--- config.mk ---
export PLATFORM = sky130hd
export DESIGN_NAME = event_record_packer
export DESIGN_NICKNAME = d
export VERILOG_FILES = /design/src/hdl/erp_pkg.sv /design/src/hdl/erp_store.sv /design/src/hdl/erp_packer.sv /design/src/hdl/event_record_packer.sv
export SDC_FILE = /design/constraint.sdc
export NUM_CORES = 1
export LEC_CHECK = 0
export ABC_AREA = 1
export BUFFER_PORTS_ARGS = -buffer_cell sky130_fd_sc_hd__buf_4
export CORE_MARGIN = 4
export CORE_UTILIZATION = 37
export CTS_CLUSTER_SIZE = 8
export DETAILED_ROUTE_END_ITERATION = 10
export PLACE_DENSITY = 0.61
export SLEW_MARGIN = 20
export SYNTH_ARGS = -nofsm -noshare
export SYNTH_HDL_FRONTEND = slang
export SYNTH_HIERARCHICAL = 1
export SYNTH_SLANG_ARGS = --single-unit
--- constraint.sdc ---
create_clock -name clk -period 4.6 [get_ports clk]
set_clock_uncertainty 0.05 [all_clocks]
set_input_delay 0.69 -clock clk [delete_from_list [all_inputs] [get_ports clk]]
set_output_delay 0.69 -clock clk [all_outputs]
set_load 0.02 [all_outputs]
--- src/hdl/erp_pkg.sv ---
`timescale 1ns / 1ps
`default_nettype none

package erp_pkg;

  localparam int MAX_RECORDS = 8;
  localparam int SLOT_W = (MAX_RECORDS > 1) ? $clog2(MAX_RECORDS) : 1;
  localparam int CNT_W = $clog2(MAX_RECORDS + 1);
  localparam int SUM_W = SLOT_W + 1;

  localparam logic [31:0] HDR_MAGIC = 32'h5254_4152;
  localparam logic [7:0] REPORT_REV = 8'd1;

  localparam logic [1:0] TYPE_BATTERY = 2'd1;
  localparam logic [1:0] TYPE_BAIT = 2'd2;
  localparam logic [1:0] TYPE_TRAP = 2'd3;

  localparam logic [7:0] LEN_SHORT = 8'd2;
  localparam logic [7:0] LEN_LONG = 8'd4;

  localparam int CFG_ADDR_W = 3;
  localparam logic REG_DEVICE_ID = 1'b0;

  typedef enum logic [1:0] {
    MODE_BATTERY = 2'd0,
    MODE_BAIT    = 2'd1,
    MODE_TRAP    = 2'd2,
    MODE_SEND    = 2'd3
  } mode_t;

  typedef enum logic [1:0] {
    ST_IDLE,
    ST_HDR,
    ST_RD,
    ST_REC
  } state_t;

  typedef struct packed {
    logic [1:0]  mode;
    logic [31:0] timestamp;
    logic [15:0] level;
    logic [15:0] bait_id;
    logic [31:0] open_stamp;
  } in_item_t;

  typedef struct packed {
    logic [31:0] data_word;
    logic [2:0]  byte_count;
    logic        last;
  } out_item_t;

  typedef struct packed {
    logic [31:0] stamp;
    logic [1:0]  rtype;
    logic [31:0] payload;
  } rec_t;

  // A piece of the report: len bytes from the low end of data.
  typedef struct packed {
    logic [31:0] data;
    logic [2:0]  len;
    logic        last;
  } chunk_t;

endpackage

`default_nettype wire

--- src/hdl/erp_store.sv ---
`timescale 1ns / 1ps
`default_nettype none

module erp_store
  import erp_pkg::*;
(
  input  wire logic              clk,
  input  wire logic              we,
  input  wire logic [SLOT_W-1:0] waddr,
  input  wire rec_t              wdata,
  input  wire logic              re,
  input  wire logic [SLOT_W-1:0] raddr,
  output rec_t                   rdata
);

  rec_t mem [MAX_RECORDS];
  rec_t rdata_r;

  always_ff @(posedge clk) begin
    if (we) begin
      mem[waddr] <= wdata;
    end
  end

  // Hold read data until the next read.
  always_ff @(posedge clk) begin
    if (re) begin
      rdata_r <= mem[raddr];
    end
  end

  assign rdata = rdata_r;

endmodule

`default_nettype wire

--- src/hdl/erp_packer.sv ---
`timescale 1ns / 1ps
`default_nettype none

module erp_packer
  import erp_pkg::*;
(
  input  wire logic      clk,
  input  wire logic      rst_n,
  input  wire logic      chunk_valid,
  input  wire chunk_t    chunk,
  output logic           chunk_ready,
  output logic           out_valid,
  input  wire logic      out_stall,
  output out_item_t      out_data
);

  logic [55:0] acc_r, acc_nxt;
  logic [1:0]  cnt_r, cnt_nxt;
  logic        flush_r, flush_nxt;
  logic        out_valid_r, out_valid_nxt;
  out_item_t   out_r, out_nxt;

  logic        out_free;
  logic [55:0] merged;
  logic [2:0]  total;

  always_comb begin
    out_free = !out_valid_r || !out_stall;
    chunk_ready = out_free && !flush_r;
    merged = acc_r | ({24'b0, chunk.data} << {cnt_r, 3'b000});
    total = {1'b0, cnt_r} + chunk.len;

    acc_nxt = acc_r;
    cnt_nxt = cnt_r;
    flush_nxt = flush_r;
    out_nxt = out_r;
    out_valid_nxt = out_valid_r && out_stall;

    if (flush_r && out_free) begin
      out_nxt.data_word = acc_r[31:0];
      out_nxt.byte_count = {1'b0, cnt_r};
      out_nxt.last = 1'b1;
      out_valid_nxt = 1'b1;
      acc_nxt = '0;
      cnt_nxt = '0;
      flush_nxt = 1'b0;
    end else if (chunk_valid && chunk_ready) begin
      if (total >= 3'd4) begin
        out_nxt.data_word = merged[31:0];
        out_nxt.byte_count = 3'd4;
        out_nxt.last = chunk.last && (total == 3'd4);
        out_valid_nxt = 1'b1;
        acc_nxt = merged >> 32;
        cnt_nxt = total[1:0];
        flush_nxt = chunk.last && (total != 3'd4);
      end else if (chunk.last) begin
        out_nxt.data_word = merged[31:0];
        out_nxt.byte_count = total;
        out_nxt.last = 1'b1;
        out_valid_nxt = 1'b1;
        acc_nxt = '0;
        cnt_nxt = '0;
      end else begin
        acc_nxt = merged;
        cnt_nxt = total[1:0];
      end
    end
  end

  always_ff @(posedge clk) begin
    if (!rst_n) begin
      acc_r <= '0;
      cnt_r <= '0;
      flush_r <= 1'b0;
      out_valid_r <= 1'b0;
    end else begin
      acc_r <= acc_nxt;
      cnt_r <= cnt_nxt;
      flush_r <= flush_nxt;
      out_valid_r <= out_valid_nxt;
    end
  end

  always_ff @(posedge clk) begin
    out_r <= out_nxt;
  end

  assign out_valid = out_valid_r;
  assign out_data = out_r;

endmodule

`default_nettype wire

--- src/hdl/event_record_packer.sv ---
`timescale 1ns / 1ps
`default_nettype none
// Add items (modes 0..2): the record is written at the accept edge.
// A send emits five header pieces, then per record one memory read and four pieces,
// each piece limited by the output register. The report is 4 to 24 words.
// Reset (synchronous, rst_n low) empties the store and clears device_id; record
// memory contents are left as they are and are never read before being written.
module event_record_packer
  import erp_pkg::*;
(
  input  wire logic                  clk,
  input  wire logic                  rst_n,
  input  wire logic                  in_valid,
  output logic                       in_stall,
  input  wire in_item_t              in_data,
  output logic                       out_valid,
  input  wire logic                  out_stall,
  output out_item_t                  out_data,
  input  wire logic                  cfg_psel,
  input  wire logic                  cfg_penable,
  input  wire logic                  cfg_pwrite,
  input  wire logic [CFG_ADDR_W-1:0] cfg_paddr,
  input  wire logic [31:0]           cfg_pwdata,
  output logic [31:0]                cfg_prdata,
  output logic                       cfg_pready
);

  state_t             state_r, state_nxt;
  logic [2:0]         step_r, step_nxt;
  logic [SLOT_W-1:0]  oldest_r, oldest_nxt;
  logic [CNT_W-1:0]   count_r, count_nxt;
  logic [SLOT_W-1:0]  rd_slot_r, rd_slot_nxt;
  logic [CNT_W-1:0]   rec_idx_r, rec_idx_nxt;
  logic [31:0]        send_time_r, send_time_nxt;
  logic [31:0]        device_id_r;

  logic               in_acc;
  logic               full;
  logic [SUM_W-1:0]   tail_sum;
  logic [SLOT_W-1:0]  tail_slot;
  logic [SLOT_W-1:0]  oldest_inc;
  logic [SLOT_W-1:0]  rd_slot_inc;
  logic               rec_last;

  logic               mem_we;
  logic [SLOT_W-1:0]  mem_waddr;
  rec_t               mem_wdata;
  logic               mem_re;
  rec_t               mem_rdata;

  logic               chunk_valid;
  chunk_t             chunk;
  logic               chunk_ready;

  logic               cfg_wr;

  // Configuration port
  assign cfg_pready = 1'b1;
  assign cfg_wr = cfg_psel && cfg_penable && cfg_pwrite;

  always_comb begin
    if (cfg_paddr[2] == REG_DEVICE_ID) begin
      cfg_prdata = device_id_r;
    end else begin
      cfg_prdata = '0;
    end
  end

  always_ff @(posedge clk) begin
    if (!rst_n) begin
      device_id_r <= '0;
    end else if (cfg_wr && cfg_paddr[2] == REG_DEVICE_ID) begin
      device_id_r <= cfg_pwdata;
    end
  end

  erp_store u_store (
    .clk   (clk),
    .we    (mem_we),
    .waddr (mem_waddr),
    .wdata (mem_wdata),
    .re    (mem_re),
    .raddr (rd_slot_r),
    .rdata (mem_rdata)
  );

  erp_packer u_packer (
    .clk         (clk),
    .rst_n       (rst_n),
    .chunk_valid (chunk_valid),
    .chunk       (chunk),
    .chunk_ready (chunk_ready),
    .out_valid   (out_valid),
    .out_stall   (out_stall),
    .out_data    (out_data)
  );

  always_comb begin
    in_stall = (state_r != ST_IDLE);
    in_acc = in_valid && !in_stall;
    full = (count_r == CNT_W'(MAX_RECORDS));

    tail_sum = SUM_W'(oldest_r) + SUM_W'(count_r);
    if (tail_sum >= SUM_W'(MAX_RECORDS)) begin
      tail_sum = tail_sum - SUM_W'(MAX_RECORDS);
    end
    tail_slot = tail_sum[SLOT_W-1:0];

    oldest_inc = (oldest_r == SLOT_W'(MAX_RECORDS - 1)) ? '0 : oldest_r + 1'b1;
    rd_slot_inc = (rd_slot_r == SLOT_W'(MAX_RECORDS - 1)) ? '0 : rd_slot_r + 1'b1;
    rec_last = ((rec_idx_r + 1'b1) == count_r);

    state_nxt = state_r;
    step_nxt = step_r;
    oldest_nxt = oldest_r;
    count_nxt = count_r;
    rd_slot_nxt = rd_slot_r;
    rec_idx_nxt = rec_idx_r;
    send_time_nxt = send_time_r;

    mem_we = 1'b0;
    mem_waddr = full ? oldest_r : tail_slot;
    mem_wdata.stamp = in_data.timestamp;
    mem_wdata.rtype = in_data.mode + 2'd1;
    mem_re = 1'b0;
    chunk_valid = 1'b0;
    chunk = '0;

    case (mode_t'(in_data.mode))
      MODE_BATTERY: mem_wdata.payload = {16'b0, in_data.level};
      MODE_BAIT:    mem_wdata.payload = {in_data.level, in_data.bait_id};
      default:      mem_wdata.payload = in_data.open_stamp;
    endcase

    case (state_r)
      ST_IDLE: begin
        if (in_acc) begin
          if (mode_t'(in_data.mode) == MODE_SEND) begin
            send_time_nxt = in_data.timestamp;
            rd_slot_nxt = oldest_r;
            rec_idx_nxt = '0;
            step_nxt = '0;
            state_nxt = ST_HDR;
          end else begin
            mem_we = 1'b1;
            if (full) begin
              oldest_nxt = oldest_inc;
            end else begin
              count_nxt = count_r + 1'b1;
            end
          end
        end
      end
      ST_HDR: begin
        chunk_valid = 1'b1;
        case (step_r)
          3'd0: begin
            chunk.data = HDR_MAGIC;
            chunk.len = 3'd4;
          end
          3'd1: begin
            chunk.data = {24'b0, REPORT_REV};
            chunk.len = 3'd1;
          end
          3'd2: begin
            chunk.data = device_id_r;
            chunk.len = 3'd4;
          end
          3'd3: begin
            chunk.data = send_time_r;
            chunk.len = 3'd4;
          end
          default: begin
            chunk.data = 32'(count_r);
            chunk.len = 3'd1;
            chunk.last = (count_r == '0);
          end
        endcase
        if (chunk_ready) begin
          step_nxt = step_r + 3'd1;
          if (step_r == 3'd4) begin
            step_nxt = '0;
            state_nxt = (count_r == '0) ? ST_IDLE : ST_RD;
          end
        end
      end
      ST_RD: begin
        mem_re = 1'b1;
        step_nxt = '0;
        state_nxt = ST_REC;
      end
      ST_REC: begin
        chunk_valid = 1'b1;
        case (step_r)
          3'd0: begin
            chunk.data = {30'b0, mem_rdata.rtype};
            chunk.len = 3'd1;
          end
          3'd1: begin
            chunk.data = mem_rdata.stamp;
            chunk.len = 3'd4;
          end
          3'd2: begin
            chunk.data = {24'b0, (mem_rdata.rtype == TYPE_BATTERY) ? LEN_SHORT : LEN_LONG};
            chunk.len = 3'd1;
          end
          default: begin
            if (mem_rdata.rtype == TYPE_BATTERY) begin
              chunk.data = {16'b0, mem_rdata.payload[15:0]};
              chunk.len = 3'd2;
            end else begin
              chunk.data = mem_rdata.payload;
              chunk.len = 3'd4;
            end
            chunk.last = rec_last;
          end
        endcase
        if (chunk_ready) begin
          step_nxt = step_r + 3'd1;
          if (step_r == 3'd3) begin
            step_nxt = '0;
            if (rec_last) begin
              state_nxt = ST_IDLE;
            end else begin
              rec_idx_nxt = rec_idx_r + 1'b1;
              rd_slot_nxt = rd_slot_inc;
              state_nxt = ST_RD;
            end
          end
        end
      end
      default: begin
        state_nxt = ST_IDLE;
      end
    endcase
  end

  always_ff @(posedge clk) begin
    if (!rst_n) begin
      state_r <= ST_IDLE;
      step_r <= '0;
      oldest_r <= '0;
      count_r <= '0;
      rd_slot_r <= '0;
      rec_idx_r <= '0;
    end else begin
      state_r <= state_nxt;
      step_r <= step_nxt;
      oldest_r <= oldest_nxt;
      count_r <= count_nxt;
      rd_slot_r <= rd_slot_nxt;
      rec_idx_r <= rec_idx_nxt;
    end
  end

  always_ff @(posedge clk) begin
    send_time_r <= send_time_nxt;
  end

`ifndef NO_ASSERTIONS
  a_count_bound: assert property (@(posedge clk) disable iff (!rst_n)
    count_r <= CNT_W'(MAX_RECORDS))
    else $error("record count above capacity");

  a_no_write_in_send: assert property (@(posedge clk) disable iff (!rst_n)
    mem_we |-> (state_r == ST_IDLE))
    else $error("record store written during a report");

  a_send_starts: assert property (@(posedge clk) disable iff (!rst_n)
    (in_acc && mode_t'(in_data.mode) == MODE_SEND) |=> (state_r == ST_HDR && step_r == 3'd0))
    else $error("send did not start the header");

  a_word_count: assert property (@(posedge clk) disable iff (!rst_n)
    (out_valid && !out_data.last) |-> (out_data.byte_count == 3'd4))
    else $error("short word before the end of a report");
`endif

endmodule

`default_nettype wire

==> results.sh <==
export IMPL_outcome="completed"
export IMPL_timing_rr_end="u_packer/acc_r[26]$_SDFFE_PP0P_"
export IMPL_swShare_pct=24.8
export IMPL_arrival_ps=4100
export IMPL_cp_num_buf_inv=3
export IMPL_path_common_cell="nand2_4"
export IMPL_criticalPathCategory="flop to flop"
export IMPL_ys_seq_elements=773
export IMPL_cpMaxStageDelayCell="inv_2"
export IMPL_layout_cells_non_filler=5347
export IMPL_vias_per_cell=4.76
export IMPL_synth_cells=3853
export IMPL_holdWs_ps=217
export IMPL_rsz0062_at_grt="no"
export IMPL_cp_depth=14
export IMPL_cts_buffer_depth=3
export IMPL_p_switching_mw=4.14
export IMPL_ys_types=48
export IMPL_avgSynthCellArea_um2=9.19
export IMPL_syn_area_um2=35400
export IMPL_endpoint_kind="flop"
export IMPL_yosys_area_top_type="edfxtp_1"
export IMPL_cellPowerDensity_nw_per_um2=405
export IMPL_drc=0
export IMPL_max_vdd_ir_drop_v=0.000331
export IMPL_cts_hold_buffers=0
export IMPL_finalPower_mw=16.7
export IMPL_grt_max_degree=153
export IMPL_grt_pass1_wl_um=143000
export IMPL_start_kind="flop"
export IMPL_io_pins=211
export IMPL_hold_viol_final=0
export IMPL_critPathTopFamily="simple AND/OR/NAND/NOR gates"
export IMPL_max_cap_viol_count=0
export IMPL_worst_path_max_fanout=33
export IMPL_synth_fp_nets=4013
export IMPL_vias=25428
export IMPL_path_cells="inv_1 > ha_1 > nand2_2 > nand2_4 > nor2_8 > buf_4 > nand2_2 > o32ai_1 > nand3b_1 > nand2_4 > nand2_4 > nor2_8 > inv_2 > nor2_1"
export IMPL_dp_cells=5189
export IMPL_grt_pass1_vias=23618
export IMPL_drv_slew=0
export IMPL_dp_final_hpwl_um=57600
export IMPL_cts_buffers=107
export IMPL_synth_edf_count=660
export IMPL_cts_tree="built"
export IMPL_power_leakage_nw=18.0
export IMPL_seq_area_frac_synth_pct=62.3
export IMPL_synth_area_leaders="edfxtp_1, nand2_1, inv_1, dfxtp_1, nand3_1"
export IMPL_core_area_um2=95000
export IMPL_p_seq_share_pct=47.5
export IMPL_ant_nets=0
export IMPL_grt_usage_pct=18.2
export IMPL_clk_latency_ps=680
export IMPL_p_comb_share_pct=10.0
export IMPL_final_layout_size_suffix_gt1_share_pct=11.0
export IMPL_worstHoldPathCells=1
export IMPL_setup_viol=0
export IMPL_tightest_slew_ps=1080
export IMPL_critPathCapture="u_packer/acc_r[26]$_SDFFE_PP0P_"
export IMPL_finalCoreUtilization_pct=43.4
export IMPL_ys_warn_count=6
export IMPL_die_area_um2=101000
export IMPL_fin_crit_sh_pct=79.1
export IMPL_synth_top_cell_area_share_pct=55.9
export IMPL_slowest_delay_ps=530
export IMPL_synth_async_sr_flop_share_pct=0
export IMPL_root_buffer="clkbuf_16"
export IMPL_p_int_mw=12.6
export IMPL_crit_start="step_r[0]$_SDFFE_PN0P_"
export IMPL_die_y_um=317
export IMPL_synthFlopType="edfxtp_1"
export IMPL_r2r_cells=14
export IMPL_yosysMostFrequentCell="nand2_1"
export IMPL_antenna_found_initial=5
export IMPL_gr_total_overflow=0
export IMPL_p_clk_share_pct=42.5
export IMPL_gp_congestion=0.850
export IMPL_cts_sinks=773
export IMPL_nets=4193
export IMPL_hold_path_class="input pin to flop"
export IMPL_rows=113
export IMPL_area_growth_syn_to_layout_pct=16.5
export IMPL_min_period_ps=3640
export IMPL_cts_resized=0
export IMPL_numPortBuffers=207
export IMPL_required_ps=5070
export IMPL_relSlewSlack_pct=27.6
export IMPL_drt_wirelength_per_cell_um=17.7
export IMPL_synth_common_cells="nand2_1, inv_1, edfxtp_1, nand3_1, o21ai_0"
export IMPL_fmax_mhz=275
export IMPL_clk_pin_slew_ps=50
export IMPL_drt_initial_drc_count=2445
export IMPL_die_x_um=317
export IMPL_wl_um=94900
export IMPL_setup_tns_ps=0
export IMPL_start_util_pct=37.3
export IMPL_htree_levels=3
export IMPL_r2r_start="step_r[0]$_SDFFE_PN0P_"
export IMPL_r2r_slack_ps=960
export IMPL_postCtsSetupRepairBufs=0
export IMPL_first_pass_iters=5
[power groups by stage]
stage          Sequential [mW]  Clock [mW]  Combinational [mW]
2_1_floorplan             8.05           0                1.03
6_report                  7.93        7.09                1.67
4_1_cts                   7.93        7.23                1.68
5_1_grt                   7.93        7.56                1.86
3_3_place_gp              8.06           0                1.65
3_5_place_dp              8.06           0                1.67
[cell families (layout without fill, tap and decap cells)]
kind of cell    after synthesis  count (layout)  synth area share, %
mux                           2               2               0.0565
fa+ha+maj                    20              20                0.749
xor+xnor                      3               3               0.0742
buf+inv                     947            1173                 10.7
flops                       773             773                 62.3
other cells                   1               4               0.0106
compound gates              325             325                 5.27
simple gates               1782            1782                 20.8
[layout make-up]
class / count / area (µm²)
multi-input combinational: 2133 / 9630
fill: 9009 / 53800
inverter: 763 / 2880
clock inverter: 9 / 163
tap: 1265 / 1580
timing repair buffer: 255 / 2080
antenna: 3 / 7.51
sequential: 773 / 22100
clock buffer: 146 / 2820
[per-stage QoR]
stage	instance area, µm²	setup slack [ps]
after floorplan	35400	-219
after global placement	38300	1070
after detailed placement	38300	999
after CTS	41200	991
after global routing	41300	723
final	41300	963
[state kept, by name (all words and copies together), names as in the netlist]
| register | cells |
|---|---|
| u_store/mem | 528 |
| u_store/rdata | 66 |
| u_packer/acc_r | 56 |
| u_packer/out_data | 36 |
| device_id_r | 32 |
| send_time_r | 32 |
| count_r | 4 |
| rec_idx_r | 4 |
| oldest_r | 3 |
| rd_slot_r | 3 |
| step_r | 3 |
| state_r | 2 |
| u_packer/cnt_r | 2 |
| u_packer/flush_r | 1 |
| u_packer/out_valid | 1 |
[worst min-delay path by stage]
stage / start / slack (ps) / to
after floorplan: u_packer/acc_r[27]$_SDFFE_PP0P_ / 390 / u_packer/acc_r[27]$_SDFFE_PP0P_
after global placement: u_packer/acc_r[29]$_SDFFE_PP0P_ / 400 / u_packer/acc_r[29]$_SDFFE_PP0P_
after detailed placement: u_packer/acc_r[33]$_SDFFE_PP0P_ / 410 / u_packer/acc_r[33]$_SDFFE_PP0P_
after CTS: in_data[78] / 180 / u_store/mem[7][48]$_DFFE_PP_
after global routing: in_data[67] / 200 / u_store/mem[7][37]$_DFFE_PP_
final: in_data[67] / 220 / u_store/mem[6][37]$_DFFE_PP_
[layer usage]
| metal | share of wire [%] | up-vias | track usage [%] |
|---|---|---|---|
| met5 | 0.021 | - | 0 |
| met4 | 2.4 | 4 | 5.06 |
| met1 | 44 | 11850 | 25.2 |
| met3 | 7.4 | 129 | 3.40 |
| met2 | 46 | 879 | 29.5 |
| li1 | - | 12566 | - |
[placed cells by master, fill, tap and decap left out, types with 4 or more instances in the layout]
cell type / instances
edfxtp_1: 660
nand2_1: 1226
a221oi_1: 6
nor2_2: 22
a22oi_1: 6
inv_2: 12
clkbuf_1: 39
nand2_4: 6
inv_1: 746
dfxtp_1: 110
o31ai_1: 4
nand3_1: 361
a31oi_1: 5
ha_1: 18
buf_4: 242
clkbuf_16: 107
nand2_2: 7
o211ai_1: 21
a22o_1: 24
o21ai_0: 147
nor2_4: 11
o21ai_1: 21
nand4_1: 10
o32ai_1: 4
nor2_1: 127
buf_12: 13
a21oi_1: 79
Power figures use the tool's default switching activity.
